===== config.mk =====
export PLATFORM = sky130hd
export DESIGN_NAME = smema_exit_conveyor_control_core
export DESIGN_NICKNAME = d
export VERILOG_FILES = /design/src/sv/smemaexc_pkg.sv /design/src/sv/smema_exit_conveyor_control_core.sv /design/src/sv/smemaexc_seq.sv
export SDC_FILE = /design/constraint.sdc
export NUM_CORES = 1
export LEC_CHECK = 0
export ABC_AREA = 1
export BUFFER_PORTS_ARGS = -buffer_cell sky130_fd_sc_hd__clkbuf_2
export CAP_MARGIN = 40
export CORE_AREA = 2 2 168 170
export DETAILED_ROUTE_END_ITERATION = 16
export DIE_AREA = 0 0 170 172
export PLACE_DENSITY = 0.63
export SKIP_CTS_REPAIR_TIMING = 1
export SYNTH_ARGS = -nofsm -noshare
export SYNTH_HDL_FRONTEND = slang
export SYNTH_SLANG_ARGS = --single-unit

===== constraint.sdc =====
create_clock -name i_clk -period 8.9 [get_ports i_clk]
set_input_delay 1.78 -clock i_clk [delete_from_list [all_inputs] [get_ports i_clk]]
set_output_delay 1.78 -clock i_clk [all_outputs]
set_load 0.02 [all_outputs]

===== src/sv/smemaexc_pkg.sv =====
`timescale 1ns / 1ps
// ----------------------------------------------------------------------------
// smemaexc_pkg
// Shared types, step codes and helpers for the exit-conveyor sequencer.
// ----------------------------------------------------------------------------
package smemaexc_pkg;

    // tick timer width and the fixed width of the timeout registers
    localparam int TIMER_BITS  = 20;
    localparam int CFG_TIMER_W = 20;
    localparam int CMP_W       = (TIMER_BITS > CFG_TIMER_W) ? TIMER_BITS : CFG_TIMER_W;
    localparam int CFG_IDX_W   = 3;
    localparam int CFG_DATA_W  = 20;

    typedef logic [TIMER_BITS-1:0]  t_tmr;
    typedef logic [CFG_TIMER_W-1:0] t_lim;

    // step codes
    localparam logic [3:0] ST_STOP       = 4'd0;
    localparam logic [3:0] ST_START      = 4'd1;
    localparam logic [3:0] ST_WAIT_UP    = 4'd2;
    localparam logic [3:0] ST_ACCEPT     = 4'd3;
    localparam logic [3:0] ST_WAIT_POS   = 4'd4;
    localparam logic [3:0] ST_OFFER      = 4'd5;
    localparam logic [3:0] ST_WAIT_DOWN  = 4'd6;
    localparam logic [3:0] ST_WAIT_LEAVE = 4'd7;
    localparam logic [3:0] ST_WAIT_BUSY  = 4'd8;

    // commands
    localparam logic [1:0] CMD_TICK  = 2'd0;
    localparam logic [1:0] CMD_RUN   = 2'd1;
    localparam logic [1:0] CMD_START = 2'd2;
    localparam logic [1:0] CMD_STOP  = 2'd3;

    // speed profiles
    localparam logic [1:0] SPD_LOW  = 2'd0;
    localparam logic [1:0] SPD_MID  = 2'd1;
    localparam logic [1:0] SPD_HIGH = 2'd2;

    // alarm codes
    localparam logic [1:0] ALM_NONE   = 2'd0;
    localparam logic [1:0] ALM_LOAD   = 2'd1;
    localparam logic [1:0] ALM_UNLOAD = 2'd2;

    // register indexes
    localparam logic [CFG_IDX_W-1:0] REG_IN_SPEED   = 3'd0;
    localparam logic [CFG_IDX_W-1:0] REG_OUT_SPEED  = 3'd1;
    localparam logic [CFG_IDX_W-1:0] REG_BYPASS     = 3'd2;
    localparam logic [CFG_IDX_W-1:0] REG_LOAD_TO    = 3'd3;
    localparam logic [CFG_IDX_W-1:0] REG_UNLOAD_TO  = 3'd4;
    localparam logic [CFG_IDX_W-1:0] REG_FREE_LIMIT = 3'd5;

    localparam t_lim TIMEOUT_RST = t_lim'(1000);

    typedef struct packed {
        logic [1:0] cmd;
        logic       entry_sensor;
        logic       set_sensor;
        logic       upstream_ready;
        logic       downstream_busy;
        logic       terminate_req;
        logic       global_error;
        logic       free_time_enable;
    } t_in;

    typedef struct packed {
        logic [1:0] in_speed;
        logic [1:0] out_speed;
        logic       bypass_mode;
        t_lim       load_timeout;
        t_lim       unload_timeout;
        t_lim       free_time_limit;
    } t_cfg;

    typedef struct packed {
        logic [3:0] step_code;
        logic       belt_on;
        logic [1:0] belt_speed;
        logic       upstream_busy;
        logic       downstream_offer;
        logic [1:0] alarm;
        logic       board_out_pulse;
        logic       wait_lamp_pulse;
        logic       board_arrived_pulse;
        logic       run_ended;
    } t_res;

    // bypass forces mid; code three reads as high
    function automatic logic [1:0] eff_speed(input logic bypass, input logic [1:0] s);
        logic [1:0] r;
        if (bypass) begin
            r = SPD_MID;
        end else if (s > SPD_HIGH) begin
            r = SPD_HIGH;
        end else begin
            r = s;
        end
        return r;
    endfunction

    function automatic t_tmr tmr_inc(input t_tmr t);
        return (&t) ? t : t + t_tmr'(1);
    endfunction

    function automatic logic tmr_gt(input t_tmr t, input t_lim lim);
        logic [CMP_W-1:0] a;
        logic [CMP_W-1:0] b;
        a = CMP_W'(t);
        b = CMP_W'(lim);
        return a > b;
    endfunction

    function automatic logic safe_step(input logic [3:0] s);
        return (s == ST_STOP) || (s == ST_START) || (s == ST_WAIT_UP) ||
               (s == ST_ACCEPT) || (s == ST_OFFER) || (s == ST_WAIT_DOWN);
    endfunction

endpackage


===== src/sv/smema_exit_conveyor_control_core.sv =====
`timescale 1ns / 1ps
// ----------------------------------------------------------------------------
// smema_exit_conveyor_control_core
// Exit-conveyor SMEMA handshake sequencer, one poll tick per input word.
// ----------------------------------------------------------------------------
// Each input word is one poll tick: command, board sensors, SMEMA lines and
// the termination/error requests. Each tick yields exactly one result word
// with the current step, belt command and speed, the two SMEMA outputs and
// the event pulses and alarm of that tick. The block takes one word per
// clock while the result side does not stall; a word lands in the input
// register, the sequencer evaluates it combinationally, and its result
// moves into the result register as soon as that register is free to
// take a word from the sequencer. A stall on the output holds the result
// register and, one word later, the input register. Configuration registers
// are always ready and are read live by the tick logic; write them only
// while no tick is in flight.
// ----------------------------------------------------------------------------
module smema_exit_conveyor_control_core (
    input  logic                                     i_clk,
    input  logic                                     i_rst_n,
    // tick input channel
    input  logic                                     i_valid,
    output logic                                     o_stall,
    input  logic [1:0]                               i_cmd,
    input  logic                                     i_entry_sensor,
    input  logic                                     i_set_sensor,
    input  logic                                     i_upstream_ready,
    input  logic                                     i_downstream_busy,
    input  logic                                     i_terminate_req,
    input  logic                                     i_global_error,
    input  logic                                     i_free_time_enable,
    // result channel
    output logic                                     o_valid,
    input  logic                                     i_stall,
    output logic [3:0]                               o_step_code,
    output logic                                     o_belt_on,
    output logic [1:0]                               o_belt_speed,
    output logic                                     o_upstream_busy,
    output logic                                     o_downstream_offer,
    output logic [1:0]                               o_alarm,
    output logic                                     o_board_out_pulse,
    output logic                                     o_wait_lamp_pulse,
    output logic                                     o_board_arrived_pulse,
    output logic                                     o_run_ended,
    // configuration write channel
    input  logic                                     i_cfg_valid,
    output logic                                     o_cfg_ready,
    input  logic [smemaexc_pkg::CFG_IDX_W-1:0]       i_cfg_index,
    input  logic [smemaexc_pkg::CFG_DATA_W-1:0]      i_cfg_data
);

    // configuration registers
    smemaexc_pkg::t_cfg r_cfg;

    // input register
    logic               r_in_valid;
    smemaexc_pkg::t_in  r_in;

    // result register
    logic               r_out_valid;
    smemaexc_pkg::t_res r_out;
    smemaexc_pkg::t_res n_out;

    logic               out_free;   // result register can take a word
    logic               adv;        // input word moves into result register
    logic               in_take;    // input register loads a new word

    assign out_free = !r_out_valid || !i_stall;
    assign adv      = r_in_valid && out_free;
    assign o_stall  = r_in_valid && !out_free;
    assign in_take  = i_valid && !o_stall;

    assign o_cfg_ready = 1'b1;

    always_ff @(posedge i_clk) begin
        if (!i_rst_n) begin
            r_cfg.in_speed        <= smemaexc_pkg::SPD_MID;
            r_cfg.out_speed       <= smemaexc_pkg::SPD_MID;
            r_cfg.bypass_mode     <= 1'b0;
            r_cfg.load_timeout    <= smemaexc_pkg::TIMEOUT_RST;
            r_cfg.unload_timeout  <= smemaexc_pkg::TIMEOUT_RST;
            r_cfg.free_time_limit <= smemaexc_pkg::TIMEOUT_RST;
        end else if (i_cfg_valid && o_cfg_ready) begin
            case (i_cfg_index)
                smemaexc_pkg::REG_IN_SPEED:   r_cfg.in_speed        <= i_cfg_data[1:0];
                smemaexc_pkg::REG_OUT_SPEED:  r_cfg.out_speed       <= i_cfg_data[1:0];
                smemaexc_pkg::REG_BYPASS:     r_cfg.bypass_mode     <= i_cfg_data[0];
                smemaexc_pkg::REG_LOAD_TO: begin
                    r_cfg.load_timeout <= i_cfg_data[smemaexc_pkg::CFG_TIMER_W-1:0];
                end
                smemaexc_pkg::REG_UNLOAD_TO: begin
                    r_cfg.unload_timeout <= i_cfg_data[smemaexc_pkg::CFG_TIMER_W-1:0];
                end
                smemaexc_pkg::REG_FREE_LIMIT: begin
                    r_cfg.free_time_limit <= i_cfg_data[smemaexc_pkg::CFG_TIMER_W-1:0];
                end
                default: ;  // writes beyond the map are dropped
            endcase
        end
    end

    // input register: loads whenever empty or draining this cycle
    always_ff @(posedge i_clk) begin
        if (!i_rst_n) begin
            r_in_valid <= 1'b0;
        end else if (!o_stall) begin
            r_in_valid <= i_valid;
        end
    end

    always_ff @(posedge i_clk) begin
        if (in_take) begin
            r_in.cmd              <= i_cmd;
            r_in.entry_sensor     <= i_entry_sensor;
            r_in.set_sensor       <= i_set_sensor;
            r_in.upstream_ready   <= i_upstream_ready;
            r_in.downstream_busy  <= i_downstream_busy;
            r_in.terminate_req    <= i_terminate_req;
            r_in.global_error     <= i_global_error;
            r_in.free_time_enable <= i_free_time_enable;
        end
    end

    // sequencer state advances exactly once per word passed on
    smemaexc_seq u_seq (
        .i_clk   (i_clk),
        .i_rst_n (i_rst_n),
        .i_adv   (adv),
        .i_word  (r_in),
        .i_cfg   (r_cfg),
        .o_res   (n_out)
    );

    // result register
    always_ff @(posedge i_clk) begin
        if (!i_rst_n) begin
            r_out_valid <= 1'b0;
        end else if (out_free) begin
            r_out_valid <= r_in_valid;
        end
    end

    always_ff @(posedge i_clk) begin
        if (adv) begin
            r_out <= n_out;
        end
    end

    assign o_valid               = r_out_valid;
    assign o_step_code           = r_out.step_code;
    assign o_belt_on             = r_out.belt_on;
    assign o_belt_speed          = r_out.belt_speed;
    assign o_upstream_busy       = r_out.upstream_busy;
    assign o_downstream_offer    = r_out.downstream_offer;
    assign o_alarm               = r_out.alarm;
    assign o_board_out_pulse     = r_out.board_out_pulse;
    assign o_wait_lamp_pulse     = r_out.wait_lamp_pulse;
    assign o_board_arrived_pulse = r_out.board_arrived_pulse;
    assign o_run_ended           = r_out.run_ended;

endmodule


===== src/sv/smemaexc_seq.sv =====
`timescale 1ns / 1ps
// ----------------------------------------------------------------------------
// smemaexc_seq
// Handshake sequencer state and its single-tick next-state logic.
// ----------------------------------------------------------------------------
module smemaexc_seq (
    input  logic                i_clk,
    input  logic                i_rst_n,
    input  logic                i_adv,
    input  smemaexc_pkg::t_in   i_word,
    input  smemaexc_pkg::t_cfg  i_cfg,
    output smemaexc_pkg::t_res  o_res
);

    logic [3:0]         r_step,       n_step;
    smemaexc_pkg::t_tmr r_load_tmr,   n_load_tmr;
    smemaexc_pkg::t_tmr r_unload_tmr, n_unload_tmr;
    smemaexc_pkg::t_tmr r_free_tmr,   n_free_tmr;
    logic               r_free_first, n_free_first;
    logic               r_belt,       n_belt;
    logic [1:0]         r_speed,      n_speed;
    logic               r_busy_up,    n_busy_up;
    logic               r_offer,      n_offer;
    logic               r_ended,      n_ended;

    logic               proc;
    logic [1:0]         alarm;
    logic               out_pulse;
    logic               lamp_pulse;
    logic               arr_pulse;
    logic [1:0]         spd_in;
    logic [1:0]         spd_out;
    smemaexc_pkg::t_tmr load_inc;
    smemaexc_pkg::t_tmr unload_inc;
    smemaexc_pkg::t_tmr free_inc;

    assign spd_in     = smemaexc_pkg::eff_speed(i_cfg.bypass_mode, i_cfg.in_speed);
    assign spd_out    = smemaexc_pkg::eff_speed(i_cfg.bypass_mode, i_cfg.out_speed);
    assign load_inc   = smemaexc_pkg::tmr_inc(r_load_tmr);
    assign unload_inc = smemaexc_pkg::tmr_inc(r_unload_tmr);
    assign free_inc   = smemaexc_pkg::tmr_inc(r_free_tmr);

    always_comb begin
        n_step       = r_step;
        n_load_tmr   = r_load_tmr;
        n_unload_tmr = r_unload_tmr;
        n_free_tmr   = r_free_tmr;
        n_free_first = r_free_first;
        n_belt       = r_belt;
        n_speed      = r_speed;
        n_busy_up    = r_busy_up;
        n_offer      = r_offer;
        n_ended      = r_ended;
        proc         = 1'b1;
        alarm        = smemaexc_pkg::ALM_NONE;
        out_pulse    = 1'b0;
        lamp_pulse   = 1'b0;
        arr_pulse    = 1'b0;

        case (i_word.cmd)
            smemaexc_pkg::CMD_RUN: begin
                n_belt       = 1'b0;
                n_speed      = spd_in;
                n_busy_up    = 1'b1;
                n_offer      = 1'b0;
                n_ended      = 1'b0;
                n_load_tmr   = '0;
                n_unload_tmr = '0;
                n_free_tmr   = '0;
                n_free_first = 1'b1;
                n_step       = smemaexc_pkg::ST_STOP;
                proc         = 1'b0;
            end
            smemaexc_pkg::CMD_START: begin
                if (!r_ended) begin
                    n_step = smemaexc_pkg::ST_START;
                end
            end
            smemaexc_pkg::CMD_STOP: begin
                n_step = smemaexc_pkg::ST_STOP;
            end
            default: ;
        endcase

        if (n_ended) begin
            proc = 1'b0;
        end

        // termination only at a safe step
        if (proc && (i_word.terminate_req || i_word.global_error) &&
            smemaexc_pkg::safe_step(n_step)) begin
            n_belt    = 1'b0;
            n_speed   = spd_out;
            n_busy_up = 1'b1;
            n_offer   = 1'b0;
            n_ended   = 1'b1;
            proc      = 1'b0;
        end

        if (proc) begin
            case (n_step)
                smemaexc_pkg::ST_START: begin
                    if (i_word.entry_sensor || i_word.set_sensor) begin
                        n_busy_up    = 1'b1;
                        n_free_first = 1'b1;
                        if (i_word.entry_sensor) begin
                            n_belt  = 1'b1;
                            n_speed = spd_in;
                        end
                        n_load_tmr = '0;
                        n_step     = smemaexc_pkg::ST_WAIT_POS;
                    end else begin
                        n_busy_up = 1'b0;
                        n_offer   = 1'b0;
                        n_step    = smemaexc_pkg::ST_WAIT_UP;
                    end
                end
                smemaexc_pkg::ST_WAIT_UP: begin
                    if (i_word.upstream_ready) begin
                        n_step = smemaexc_pkg::ST_ACCEPT;
                    end
                end
                smemaexc_pkg::ST_ACCEPT: begin
                    n_free_first = 1'b1;
                    n_belt       = 1'b1;
                    n_speed      = spd_in;
                    n_busy_up    = 1'b0;
                    n_load_tmr   = '0;
                    n_step       = smemaexc_pkg::ST_WAIT_POS;
                end
                smemaexc_pkg::ST_WAIT_POS: begin
                    if (i_word.set_sensor) begin
                        n_busy_up = 1'b1;
                        n_belt    = 1'b0;
                        n_speed   = spd_out;
                        arr_pulse = 1'b1;
                        n_step    = smemaexc_pkg::ST_OFFER;
                    end else begin
                        n_load_tmr = load_inc;
                        if (smemaexc_pkg::tmr_gt(load_inc, i_cfg.load_timeout)) begin
                            n_belt  = 1'b0;
                            n_speed = spd_in;
                            alarm   = smemaexc_pkg::ALM_LOAD;
                            n_step  = smemaexc_pkg::ST_STOP;
                        end
                    end
                end
                smemaexc_pkg::ST_OFFER: begin
                    n_offer = 1'b1;
                    n_step  = smemaexc_pkg::ST_WAIT_DOWN;
                end
                smemaexc_pkg::ST_WAIT_DOWN: begin
                    if (!i_word.downstream_busy) begin
                        n_free_first = 1'b1;
                        n_belt       = 1'b1;
                        n_speed      = spd_out;
                        out_pulse    = 1'b1;
                        n_unload_tmr = '0;
                        n_step       = smemaexc_pkg::ST_WAIT_LEAVE;
                    end else if (!i_word.set_sensor) begin
                        n_step = smemaexc_pkg::ST_START;
                    end else if (i_word.free_time_enable) begin
                        if (r_free_first) begin
                            n_free_tmr   = '0;
                            n_free_first = 1'b0;
                        end else if (smemaexc_pkg::tmr_gt(free_inc,
                                                          i_cfg.free_time_limit)) begin
                            lamp_pulse = 1'b1;
                            n_free_tmr = '0;
                        end else begin
                            n_free_tmr = free_inc;
                        end
                    end
                end
                smemaexc_pkg::ST_WAIT_LEAVE, smemaexc_pkg::ST_WAIT_BUSY: begin
                    if ((n_step == smemaexc_pkg::ST_WAIT_LEAVE) && !i_word.set_sensor) begin
                        n_free_first = 1'b1;
                        n_step       = smemaexc_pkg::ST_WAIT_BUSY;
                    end else if ((n_step == smemaexc_pkg::ST_WAIT_BUSY) &&
                                 i_word.downstream_busy) begin
                        n_belt  = 1'b0;
                        n_speed = spd_out;
                        n_step  = smemaexc_pkg::ST_START;
                    end else begin
                        n_unload_tmr = unload_inc;
                        if (smemaexc_pkg::tmr_gt(unload_inc, i_cfg.unload_timeout)) begin
                            n_belt  = 1'b0;
                            n_speed = spd_in;
                            alarm   = smemaexc_pkg::ALM_UNLOAD;
                            n_step  = smemaexc_pkg::ST_STOP;
                        end
                    end
                end
                default: ;
            endcase
        end
    end

    always_ff @(posedge i_clk) begin
        if (!i_rst_n) begin
            r_step       <= smemaexc_pkg::ST_STOP;
            r_load_tmr   <= '0;
            r_unload_tmr <= '0;
            r_free_tmr   <= '0;
            r_free_first <= 1'b1;
            r_belt       <= 1'b0;
            r_speed      <= smemaexc_pkg::SPD_MID;
            r_busy_up    <= 1'b1;
            r_offer      <= 1'b0;
            r_ended      <= 1'b0;
        end else if (i_adv) begin
            r_step       <= n_step;
            r_load_tmr   <= n_load_tmr;
            r_unload_tmr <= n_unload_tmr;
            r_free_tmr   <= n_free_tmr;
            r_free_first <= n_free_first;
            r_belt       <= n_belt;
            r_speed      <= n_speed;
            r_busy_up    <= n_busy_up;
            r_offer      <= n_offer;
            r_ended      <= n_ended;
        end
    end

    always_comb begin
        o_res.step_code           = n_step;
        o_res.belt_on             = n_belt;
        o_res.belt_speed          = n_speed;
        o_res.upstream_busy       = n_busy_up;
        o_res.downstream_offer    = n_offer;
        o_res.alarm               = alarm;
        o_res.board_out_pulse     = out_pulse;
        o_res.wait_lamp_pulse     = lamp_pulse;
        o_res.board_arrived_pulse = arr_pulse;
        o_res.run_ended           = n_ended;
    end

endmodule


==> Yosys cells after proc, flatten, opt, wreduce, memory -nomap -nowiden <==
Cells that the tools add are included.
{ "classes": {"order_cmp": 5, "eq_ne": 16, "n_reduce_logical": 36, "n_addsub": 3, "muxes": 97, "n_bitwise": 5} }
{ "ops": {"columns": ["operator", "n"], "rows": [
  ["two-way mux 20 bit", 20],
  ["adder 20 x 1 -> 20 bit (second input constant)", 3],
  ["greater-than comparator 20 bit", 3],
  ["case mux 20 bit (3 select lines)", 1],
  ["AND reduction 20 bit", 3],
  ["two-way mux 4 bit", 10],
  ["case mux 20 bit (2 select lines)", 1],
  ["two-way mux 2 bit", 19],
  ["two-way mux 1 bit", 37],
  ["case mux 4 bit (7 select lines)", 1],
  ["== test 4 x 3 -> 1 bit (second input constant)", 4],
  ["AND reduction 2 bit", 8],
  ["case mux 2 bit (5 select lines)", 1],
  ["== test 4 x 2 -> 1 bit (second input constant)", 2],
  ["logical OR 1 bit", 8],
  ["case mux 4 bit (2 select lines)", 1],
  ["logical AND 1 bit", 7],
  ["== test 3 x 2 -> 1 bit (second input constant)", 2],
  ["== test 3 bit (second input constant)", 2],
  ["OR reduction 6 bit", 1],
  ["logical NOT 1 bit", 5],
  ["inverter 1 bit", 5],
  ["case mux 1 bit (5 select lines)", 1],
  ["== test 2 bit (second input constant)", 2],
  ["other kinds (13)", 15]
]} }
{ "totals": {"elab_cells": 198, "in_bits": 37, "regBits": 162, "output_inout_bits": 18} }

==> Depth between registers and ports, before layout <==
Gate-level depths: netlist (run 1).
{ "logic_depth": {"depth_word": 16, "ltp_mapped": 28} }

==> Hierarchy <==
A second synthesis (run 1) with hierarchy kept.
{ "unflattened": {"cells_unflattened": 1645, "area_unflattened_um2": 10920.5} }
{ "by_module_without_submodules": {"columns": ["module", "cells_each", "instances", "area_each_um2"], "rows": [
  ["smemaexc_seq", 1240, 1, 7549.7],
  ["smema_exit_conveyor_control_core", 405, 1, 3370.7]
]} }

==> Least setup slack after synthesis (run 1) <==
Ideal clock, no wire load.
{ "synth_path": {"path_type": "input port to output port", "startpoint": "input port i_stall", "endpoint": "output port o_stall", "slack_ns": 4.948, "stages": 2, "arrival_time_ns": 2.172, "cell_sequence": "nand2_1 > nor2_1"} }
{ "synth_between": {"elab_chain_cells": 4} }
{ "synth_rtl": {"columns": ["element", "line_no", "rtl"], "rows": [
  ["start: declaration", "smema_exit_conveyor_control_core.sv:34", "input logic i_stall,"],
  ["logical NOT 1 bit", "smema_exit_conveyor_control_core.sv:68", "assign out_free = !r_out_valid || !i_stall;"],
  ["logical OR 1 bit", "smema_exit_conveyor_control_core.sv:68", null],
  ["logical NOT 1 bit", "smema_exit_conveyor_control_core.sv:70", "assign o_stall = r_in_valid && !out_free;"],
  ["logical AND 1 bit", "smema_exit_conveyor_control_core.sv:70", null],
  ["end: declaration", "smema_exit_conveyor_control_core.sv:23", "output logic o_stall,"]
]} }
Every way passes these cells.

==> Final worst setup path (run 1) <==
Same ends and word-level chain as after synthesis.

==> reports/summary.txt, run 1 <==
# H-tree levels -> 4
Critical path class -> in2out
Maximum clock rate -> 0.248 GHz
Die Area -> 29,200 µm²
Fraction of registers with async set/reset -> 0%
Count leader, synth -> nand2_1
Worst slew pin tran -> 934 ps
Synthesized Nets -> 1,716
Hpwl dp -> 23.5 mm
Nature of the critical path startpoint -> input pin
Vias in the first global route -> 9,860
Largest net degree at the start of global routing -> 66
Antenna-violating nets left -> 0
Area of the multi-input gates -> 6170 µm²
Tcrit/Tclk final -> 45.3%
Per-cell routed wire length -> 16.4 µm
Routed vias -> 10,600
Setup violators final -> 0
Top_reg_cell synth -> dfxtp_1
Cell chain of the critical path -> clkbuf_2 -> nand2_1 -> nor2_1 -> clkbuf_2
Clock slew seen by the registers of the worst setup and hold paths -> 60 ps
Max VDD drop -> 0.147 mV
RR Endpoint -> u_seq.r_step[1]
Max Clock Skew -> 15.6 ps
Chip Width -> 170 µm
Layout cells sized above 1 -> 8.73%
Clock Sinks -> 162
FILL cells -> 2,859
Core area -> 27,500 µm²
Critical Path Most Common Cell -> clkbuf_2
Synth top area share -> 25.5%
Max incr delay on CP -> 180 ps
Die Y-Extent -> 172 µm
RSZ-0062 raised after global routing -> false
Status -> completed
Worst EP required -> 7120 ps
Total track usage -> 23.0%
Slew Limit Fails -> 0
Clk_lat worst skew -> 460 ps
Post-Syn Instances -> 1,616
Initial antenna violation count -> 0
First-pass GRT wire length -> 52.6 mm
Initial DRC Count -> 1,061
Yosys top cell by area -> dfxtp_1
Endpoint type of the worst setup path -> output port
CTS tree -> done
Root buf cell -> clkbuf_16
Placed instance area -> 11,400 µm²
Worst hold start -> r_cfg[55]
Setup_tns -> 0 ps
Nets -> 1,736
Synth top area cells -> dfxtp_1 (25%), nand2_1 (11%), a21oi_1 (8.2%)
Commonest cells post-synth -> nand2_1 (323), inv_1 (236), a21oi_1 (178), nor2_1 (157), dfxtp_1 (138)
Clock Tree Buf Depth -> 2
WL final -> 32.8 mm
Final Critical Period -> 4030 ps
Remaining Overflow, GRT -> 0
Final Core Density -> 43.4%
Min-Delay Endpoint -> r_cfg[55]
Sequential fraction of the synthesis area -> 32.1%
P per Cell Area -> 156 nW/µm²
# diodes -> 0
Cell row count -> 61
Tightest Hold Check Type -> reg2reg
Slew headroom -> 37.7%
Max_cap viols -> 0
Pre-antenna DRT Iters -> 6
Num CTS Buffers -> 17
IO buf count -> 53
Post-layout instance area -> 11,900 µm²
Syn avg cell area -> 6.71 µm²
Buf/Inv on CP -> 2
Starting density of the core -> 39.5%
CP top delay family -> buffers and inverters
I/O pin cnt -> 55
P&R area growth vs syn -> 9.98%
CP Max Fanout -> 3
Hold Fails Final Rpt -> 0
Synth Cell Area -> 10,800 µm²
Reg2Reg Depth -> 22
Arrival @ worst endpoint -> 2250 ps
Crit path max-delay cell type -> clkbuf_2
Crit path depth -> 4
FF/Latch Area -> 3480 µm²
Placer Congestion -> 0.983
# DRC -> 0
Hold Path Depth -> 2
Vias per cell -> 5.32
Yosys cell types -> 51
Origin of the critical flop-to-flop path -> u_seq.r_load_tmr[0]
Synth warnings -> 0
Post-synthesis register bit count -> 162
Leak -> 5.43 nW
R2R setup slack -> 4900 ps
Post-synth EDFFs -> 24
==> stage by stage <==
stage                     total power, W  hold slack [ps]  setup slack [ps]  instances
after floorplan                  0.00104              429              4950       1616
after global placement           0.00113              447              4870       1962
after detailed placement         0.00114              456              4870       1963
after CTS                        0.00186              467              4860       1995
after global routing             0.00194              475              4340       1995
final                            0.00186              462              4870       1995
==> routing by layer <==
layer | wire (µm) | up-vias | global-route usage, %
li1 | - | 5351 | -
met1 | 15000 | 4931 | 30.5
met4 | 611 | 0 | 6.95
met2 | 15400 | 296 | 38.7
met3 | 1710 | 45 | 3.55
met5 | 0 | - | 0
==> worst register-to-register path, stage by stage, from the launching register on <==
cell,delay [ps]
dfxtp_1,430
ha_1,270
inv_1,100
nor3_2,210
nand2_1,140
nor2_1,210
nand2_2,300
inv_1,200
nand2_1,60
o21ai_0,130
inv_1,90
ha_1,310
a21oi_1,70
o21ai_0,160
nand2_1,70
nand3_1,150
nand2_1,210
nand3_1,190
nand2_1,90
o21ai_0,170
nand2_1,110
o21ai_0,170
inv_1,60
==> logic make-up (layout without fill, tap and decap cells) <==
family | count (synthesis) | after routing | share of synthesized area, %
DFF | 162 | 162 | 32.1
adders and majority gates | 63 | 63 | 7.27
other | 1 | 1 | 0.0346
and+or+nand+nor | 654 | 654 | 26.7
buffers and inverters | 306 | 339 | 11.0
xor gates and xnor gates | 41 | 41 | 3.31
AOI/OAI and AO/OA | 389 | 389 | 19.6
==> how the worst max path moves through the flow <==
stage / from / endpoint / slack [ps]
after CTS: i_stall / o_stall / 4860
after global routing: u_seq.r_load_tmr[0] / u_seq.r_step[1] / 4340
after floorplan: i_stall / o_stall / 4950
final: i_stall / o_stall / 4870
after global placement: i_stall / o_stall / 4870
after detailed placement: i_stall / o_stall / 4870
==> state kept, by name, summed over array words and instances (netlist names), 2 cells and up <==
signal and flops:
o_alarm 2, o_belt_speed 2, o_step_code 4, r_cfg 65, r_in 9, u_seq.r_free_tmr 20
u_seq.r_load_tmr 20, u_seq.r_speed 2, u_seq.r_step 4, u_seq.r_unload_tmr 20
==> report_power, final <==
part / internal, W / leakage [nW] / total, W / switching (W)
Sequential: 0.000780 / 1.36 / 0.000813 / 0.0000327
Combinational: 0.0000974 / 3.79 / 0.000313 / 0.000216
Clock: 0.000397 / 0.277 / 0.000730 / 0.000333
Total: 0.00127 / 5.43 / 0.00186 / 0.000582
==> placed cells by master, fill, tap and decap left out, types with 36 or more instances in the layout <==
master / count
nand2_1: 322
inv_1: 235
a21oi_1: 178
nor2_1: 157
dfxtp_1: 138
o21ai_0: 126
nand3_1: 77
ha_1: 63
clkbuf_2: 53
xor2_1: 36
==> layout make-up <==
class | count | share of cell area [%]
clock buffers | 19 | 3.71
multi-input cells | 1148 | 51.8
well taps | 346 | 3.63
inverters | 245 | 7.73
clock inverters | 13 | 1.05
repair buffers | 62 | 2.90
flip-flops and latches | 162 | 29.2
Note: power is estimated with default switching activity, not from simulation.
==> run 2, diff against run 1 <==
--- a/config.mk
+++ b/config.mk
@@ -5,13 +5,13 @@
 export SDC_FILE = /design/constraint.sdc
 export NUM_CORES = 1
 export LEC_CHECK = 0
-export ABC_AREA = 1
+export ABC_AREA = 0
 export BUFFER_PORTS_ARGS = -buffer_cell sky130_fd_sc_hd__clkbuf_2
 export CAP_MARGIN = 40
-export CORE_AREA = 2 2 168 170
+export CORE_AREA = 2 2 161 163
 export DETAILED_ROUTE_END_ITERATION = 16
-export DIE_AREA = 0 0 170 172
-export PLACE_DENSITY = 0.63
+export DIE_AREA = 0 0 163 165
+export PLACE_DENSITY = 0.65
 export SKIP_CTS_REPAIR_TIMING = 1
 export SYNTH_ARGS = -nofsm -noshare
 export SYNTH_HDL_FRONTEND = slang
==> constraint.sdc (replaced) <==
create_clock -name i_clk -period 3.3 [get_ports i_clk]
set_input_delay 0.66 -clock i_clk [delete_from_list [all_inputs] [get_ports i_clk]]
set_output_delay 0.66 -clock i_clk [all_outputs]
set_load 0.02 [all_outputs]
==> run 2 against run 1 <==
The flow now finishes with violations (setup timing). Sequential share of layout area shrank 2.7 points. Combinational power up 40%. Clock power grew to 2.9 times the previous value. Critical endpoint is now u_seq.r_free_tmr[3]. Highest routed layer unchanged.
==> reports/summary.txt, run 2 <==
Initial DRC Count -> 878
Final Critical Period -> 3930 ps
WL final -> 31.8 mm
Fraction of registers with async set/reset -> 0%
Setup violators final -> 37
Endpoint type of the worst setup path -> flip-flop
Clock Sinks -> 162
Top_reg_cell synth -> dfxtp_1
Post-Syn Instances -> 1,260
Most frequent cells in the layout -> nand2_1 (206), buf_4 (200), dfxtp_1 (123)
Synth warnings -> 0
RSZ-0062 raised after global routing -> true
Post-synthesis register bit count -> 162
Slew headroom -> 42.3%
Arrival @ worst endpoint -> 4270 ps
Commonest cells post-synth -> nand2_1 (218), dfxtp_1 (138), a21oi_1 (122), nor2_1 (94), inv_1 (82)
Layout cells sized above 1 -> 28.3%
Max Clock Skew -> 17.3 ps
Count leader, synth -> nand2_1
Initial antenna violation count -> 0
Synth top area share -> 27.9%
Clock slew seen by the registers of the worst setup and hold paths -> 70 ps
Synth Cell Area -> 9900 µm²
# DRC -> 0
Routed vias -> 10,200
Crit path max-delay cell type -> or4_4
Most common cell after layout, fill and taps aside -> nand2_1
Vias per cell -> 5.56
Synthesized Nets -> 1,360
Max VDD drop -> 0.309 mV
Syn avg cell area -> 7.86 µm²
Placer Congestion -> 0.956
Slew Limit Fails -> 0
Num CTS Buffers -> 17
Max incr delay on CP -> 550 ps
Starting density of the core -> 39.5%
Antenna-violating nets left -> 0
FILL cells -> 2,376
Leak -> 5.65 nW
CP top delay family -> simple AND/OR/NAND/NOR gates
Final Core Density -> 52.8%
Per-cell routed wire length -> 17.3 µm
Vias in the first global route -> 9,614
Cell chain of the critical path -> inv_2 -> or4_4 -> buf_8 -> nor2_4 -> and4_1 -> and3_4 -> mux2_4 -> ha_4 -> nand4_1 -> or3_4 -> a211oi_4 -> nor3_4 -> o211ai_1 -> buf_4 -> a21oi_2 -> a21o_1
Sequential fraction of the synthesis area -> 35.2%
P per Cell Area -> 353 nW/µm²
Worst slew pin tran -> 866 ps
Clock Tree Buf Depth -> 2
CP Max Fanout -> 7
Post-synth EDFFs -> 24
P&R area growth vs syn -> 33.5%
Hold Fails Final Rpt -> 0
IO buf count -> 53
Largest net degree at the start of global routing -> 78
Biggest register -> r_cfg
Failing checks -> setup timing
Clk_lat worst skew -> 450 ps
First-pass GRT wire length -> 49.9 mm
Cell row count -> 58
Tightest Hold Check Type -> in2reg
Max_cap viols -> 0
Core area -> 25,000 µm²
Status -> finished with violations
Critical path class -> reg2reg
Nature of the critical path startpoint -> flip-flop
Die Y-Extent -> 165 µm
Worst EP required -> 3640 ps
# diodes -> 0
FF/Latch Area -> 3500 µm²
Synth top area cells -> dfxtp_1 (28%), nand2_1 (8.3%), ha_1 (8.0%)
CTS tree -> done
Chip Width -> 163 µm
Setup_tns -> -15,740 ps
Largest register FFs -> 65
Hpwl dp -> 23.4 mm
Buf/Inv on CP -> 3
Pre-antenna DRT Iters -> 8
Total track usage -> 23.5%
Setup ws final -> -625 ps
Nets -> 1,592
Yosys cell types -> 77
Root buf cell -> clkbuf_16
Area of the multi-input gates -> 6440 µm²
Tcrit/Tclk final -> 119%
Remaining Overflow, GRT -> 0
Maximum clock rate -> 0.255 GHz
# H-tree levels -> 4
Die Area -> 26,900 µm²
Yosys top cell by area -> dfxtp_1
I/O pin cnt -> 55
## run 2: cell count changes in the layout (fill, tap and decap cells not counted), sizes merged, moves of 21 or more
cell and delta:
a21o +21, a21oi -56, buf +204, inv -164, nand2 -118, nand3 -37, nor2 -75, o21ai -79
xnor2 +24
## run 2: cell type report
type	count	area share (%)
clock inverters	11	1.15
inverters	83	2.36
multi-input cells	962	48.7
clock buffers	21	3.57
repair buffers	266	14.6
well taps	330	3.12
flip-flops and latches	162	26.5
## run 2: cells by family after synthesis
group | after synthesis | synth area share [%]
XOR/XNOR | 46 | 4.07
multiplexers | 9 | 0.948
AO/OA/AOI/OAI | 321 | 20.9
other | 1 | 0.0379
flip-flops | 162 | 35.2
adder cells (fa/ha/maj) | 63 | 7.96
buffers and inverters | 137 | 5.42
AND/OR/NAND/NOR | 521 | 25.5
## run 2: path summary, 6_finish.rpt
path	from	to	slack, ps	cells after the start
setup / recovery	u_seq.r_free_tmr[9]	u_seq.r_free_tmr[3]	-630	16
hold / removal	i_upstream_ready	r_in[4]	380	1
setup reg to reg	u_seq.r_free_tmr[9]	u_seq.r_free_tmr[3]	-630	16
hold reg to reg	r_cfg[54]	r_cfg[54]	460	2
## run 2: where the power goes
| part | internal (W) | switching (W) | total, W |
|---|---|---|---|
| clock network | 0.00126 | 0.000887 | 0.00215 |
| logic | 0.000150 | 0.000289 | 0.000439 |
| registers | 0.00205 | 0.0000365 | 0.00208 |
## run 2: stage by stage
step | cells | hold WS (ps) | setup slack [ps] | power, W | cell area (µm²)
floorplan | 1260 | 433 | -287 | 0.00237 | 10100
global placement | 1781 | 443 | -656 | 0.00253 | 12000
detailed placement | 1783 | 447 | -687 | 0.00254 | 12000
CTS | 1815 | 374 | -707 | 0.00467 | 12700
global route | 1835 | 379 | -760 | 0.00480 | 13200
finish | 1835 | 383 | -625 | 0.00467 | 13200
## run 2: routing by layer
metal	global-route usage, %	up-vias	wire length (µm)
met3	4.12	64	1920
met2	40.1	347	14900
li1	-	4938	-
met4	7.88	0	896
met5	0	-	0
met1	30.2	4851	14000
==> run 3, diff against run 2 <==
--- a/config.mk
+++ b/config.mk
@@ -9,9 +9,11 @@
 export BUFFER_PORTS_ARGS = -buffer_cell sky130_fd_sc_hd__clkbuf_2
 export CAP_MARGIN = 40
 export CORE_AREA = 2 2 161 163
+export CTS_BUF_LIST = sky130_fd_sc_hd__clkbuf_4 sky130_fd_sc_hd__clkbuf_8
 export DETAILED_ROUTE_END_ITERATION = 16
 export DIE_AREA = 0 0 163 165
 export PLACE_DENSITY = 0.65
+export REMOVE_ABC_BUFFERS = 1
 export SKIP_CTS_REPAIR_TIMING = 1
 export SYNTH_ARGS = -nofsm -noshare
 export SYNTH_HDL_FRONTEND = slang
==> run 3 against run 2 <==
The flow still finishes with violations (setup timing). Clock skew decreased by 1.2 ps. Count of clock-buffer cells in the layout unchanged. Die area unchanged. Global-route usage decreased by 0.66 points. Register-to-register slack about the same. Sequential power about the same. Clock power decreased by 21%. Hold slack got worse by 28 ps. Cell area increased by 0.71%.
==> reports/summary.txt, run 3 (synthesized netlist as in run 2, its figures left out) <==
FILL cells -> 2,317
IO buf count -> 53
Max incr delay on CP -> 610 ps
P&R area growth vs syn -> 34.5%
Pre-antenna DRT Iters -> 7
P per Cell Area -> 316 nW/µm²
Buf/Inv on CP -> 4
Leak -> 5.67 nW
Vias in the first global route -> 9,406
Chip Width -> 163 µm
CTS tree -> done
Cell chain of the critical path -> inv_1 -> or4_4 -> nor2_4 -> and4_1 -> buf_4 -> buf_4 -> xnor2_1 -> nand2b_1 -> ha_1 -> nand4_1 -> or3_4 -> a211oi_4 -> nor3_2 -> o211ai_1 -> buf_4 -> a21oi_2 -> a21o_1
WL final -> 31.8 mm
Max Clock Skew -> 16.0 ps
# diodes -> 0
Per-cell routed wire length -> 17.2 µm
Slew headroom -> 53.7%
Vias per cell -> 5.52
Nature of the critical path startpoint -> flip-flop
Critical Path Most Common Cell -> buf_4
Max VDD drop -> 0.227 mV
RSZ-0062 raised after global routing -> true
Core area -> 25,000 µm²
Remaining Overflow, GRT -> 0
Root buf cell -> clkbuf_8
Clk_lat worst skew -> 470 ps
Slew Limit Fails -> 0
Placer Congestion -> 0.973
Clock Tree Buf Depth -> 2
Max_cap viols -> 0
Nets -> 1,604
Setup ws final -> -632 ps
CP Max Fanout -> 5
Initial DRC Count -> 697
Hold Fails Final Rpt -> 0
Finished Layout Cells -> 1,847
Final Critical Period -> 3930 ps
Tcrit/Tclk final -> 119%
Biggest register -> r_cfg
Critical path class -> reg2reg
Post-layout instance area -> 13,300 µm²
Most frequent cells in the layout -> nand2_1 (211), buf_4 (208), dfxtp_1 (127)
Worst slew pin tran -> 693 ps
Placed instance area -> 11,800 µm²
Hpwl dp -> 22.6 mm
Antenna-violating nets left -> 0
Status -> finished with violations
Cell row count -> 58
Clock slew seen by the registers of the worst setup and hold paths -> 90 ps
Endpoint type of the worst setup path -> flip-flop
# DRC -> 0
# H-tree levels -> 4
Clock Sinks -> 162
Failing checks -> setup timing
Die Y-Extent -> 165 µm
Crit path max-delay cell type -> or4_4
Routed vias -> 10,200
Maximum clock rate -> 0.254 GHz
Inst Count DP -> 1,784
I/O pin cnt -> 55
R2R setup slack -> -630 ps
Largest net degree at the start of global routing -> 71
Arrival @ worst endpoint -> 4300 ps
Largest register FFs -> 65
Die Area -> 26,900 µm²
First-pass GRT wire length -> 48.5 mm
Starting density of the core -> 39.5%
Area of the multi-input gates -> 6600 µm²
Layout cells sized above 1 -> 30.5%
Total track usage -> 22.9%
Initial antenna violation count -> 0
Worst EP required -> 3670 ps
Num CTS Buffers -> 17
Most common cell after layout, fill and taps aside -> nand2_1
Tightest Hold Check Type -> in2reg
Setup violators final -> 37
FF/Latch Area -> 3500 µm²
CP top delay family -> simple AND/OR/NAND/NOR gates
-- run 3: cell types whose count changed in the layout (fill, tap and decap cells not counted), sizes merged --
| cell | before | now |
|---|---|---|
| buf | 213 | 226 |
| inv | 84 | 87 |
| clkinv | 4 | 2 |
| clkinvlp | 3 | 1 |
| bufinv | 3 | 4 |
| nor2 | 97 | 96 |
-- run 3: power breakdown --
group | leakage, nW | internal, W | switching, W
registers | 1.35 | 0.00204 | 0.0000319
logic | 4.09 | 0.000150 | 0.000294
clock network | 0.229 | 0.000890 | 0.000803
-- run 3: cell type report --
cell class	instances	area share, %
multi-input combinational	961	49.6
sequential	162	26.3
timing repair buffer	279	15.3
tap	330	3.10
inverter	83	2.34
clock buffer	21	2.08
clock inverter	11	1.31
-- run 3: path summary, 6_finish.rpt --
path / start / end / cells after the start
worst min register to register: r_cfg[39] / r_cfg[39] / 2
worst max-delay path: u_seq.r_free_tmr[8] / u_seq.r_free_tmr[3] / 17
worst max register to register: u_seq.r_free_tmr[8] / u_seq.r_free_tmr[3] / 17
worst min-delay path: i_global_error / r_in[1] / 1
-- run 3: per-stage QoR --
step	setup TNS, ps	hold WS [ps]	setup slack, ps	utilization, %	power, W
after floorplan	-12480	433	-546	-	0.00234
after global placement	-21120	441	-755	47.2	0.00253
after detailed placement	-22340	448	-742	47.3	0.00254
after CTS	-24170	329	-773	49.1	0.00421
after global routing	-24200	326	-797	53.2	0.00436
final	-18500	355	-632	53.2	0.00421
-- run 3: per-layer routing --
metal / up-vias / global-route usage (%) / wire length (µm)
li1: 4958 / - / -
met1: 4838 / 30.5 / 14300
met2: 330 / 37.4 / 14600
met3: 75 / 4.09 / 1800
met4: 0 / 7.72 / 1040
met5: - / 0 / 0
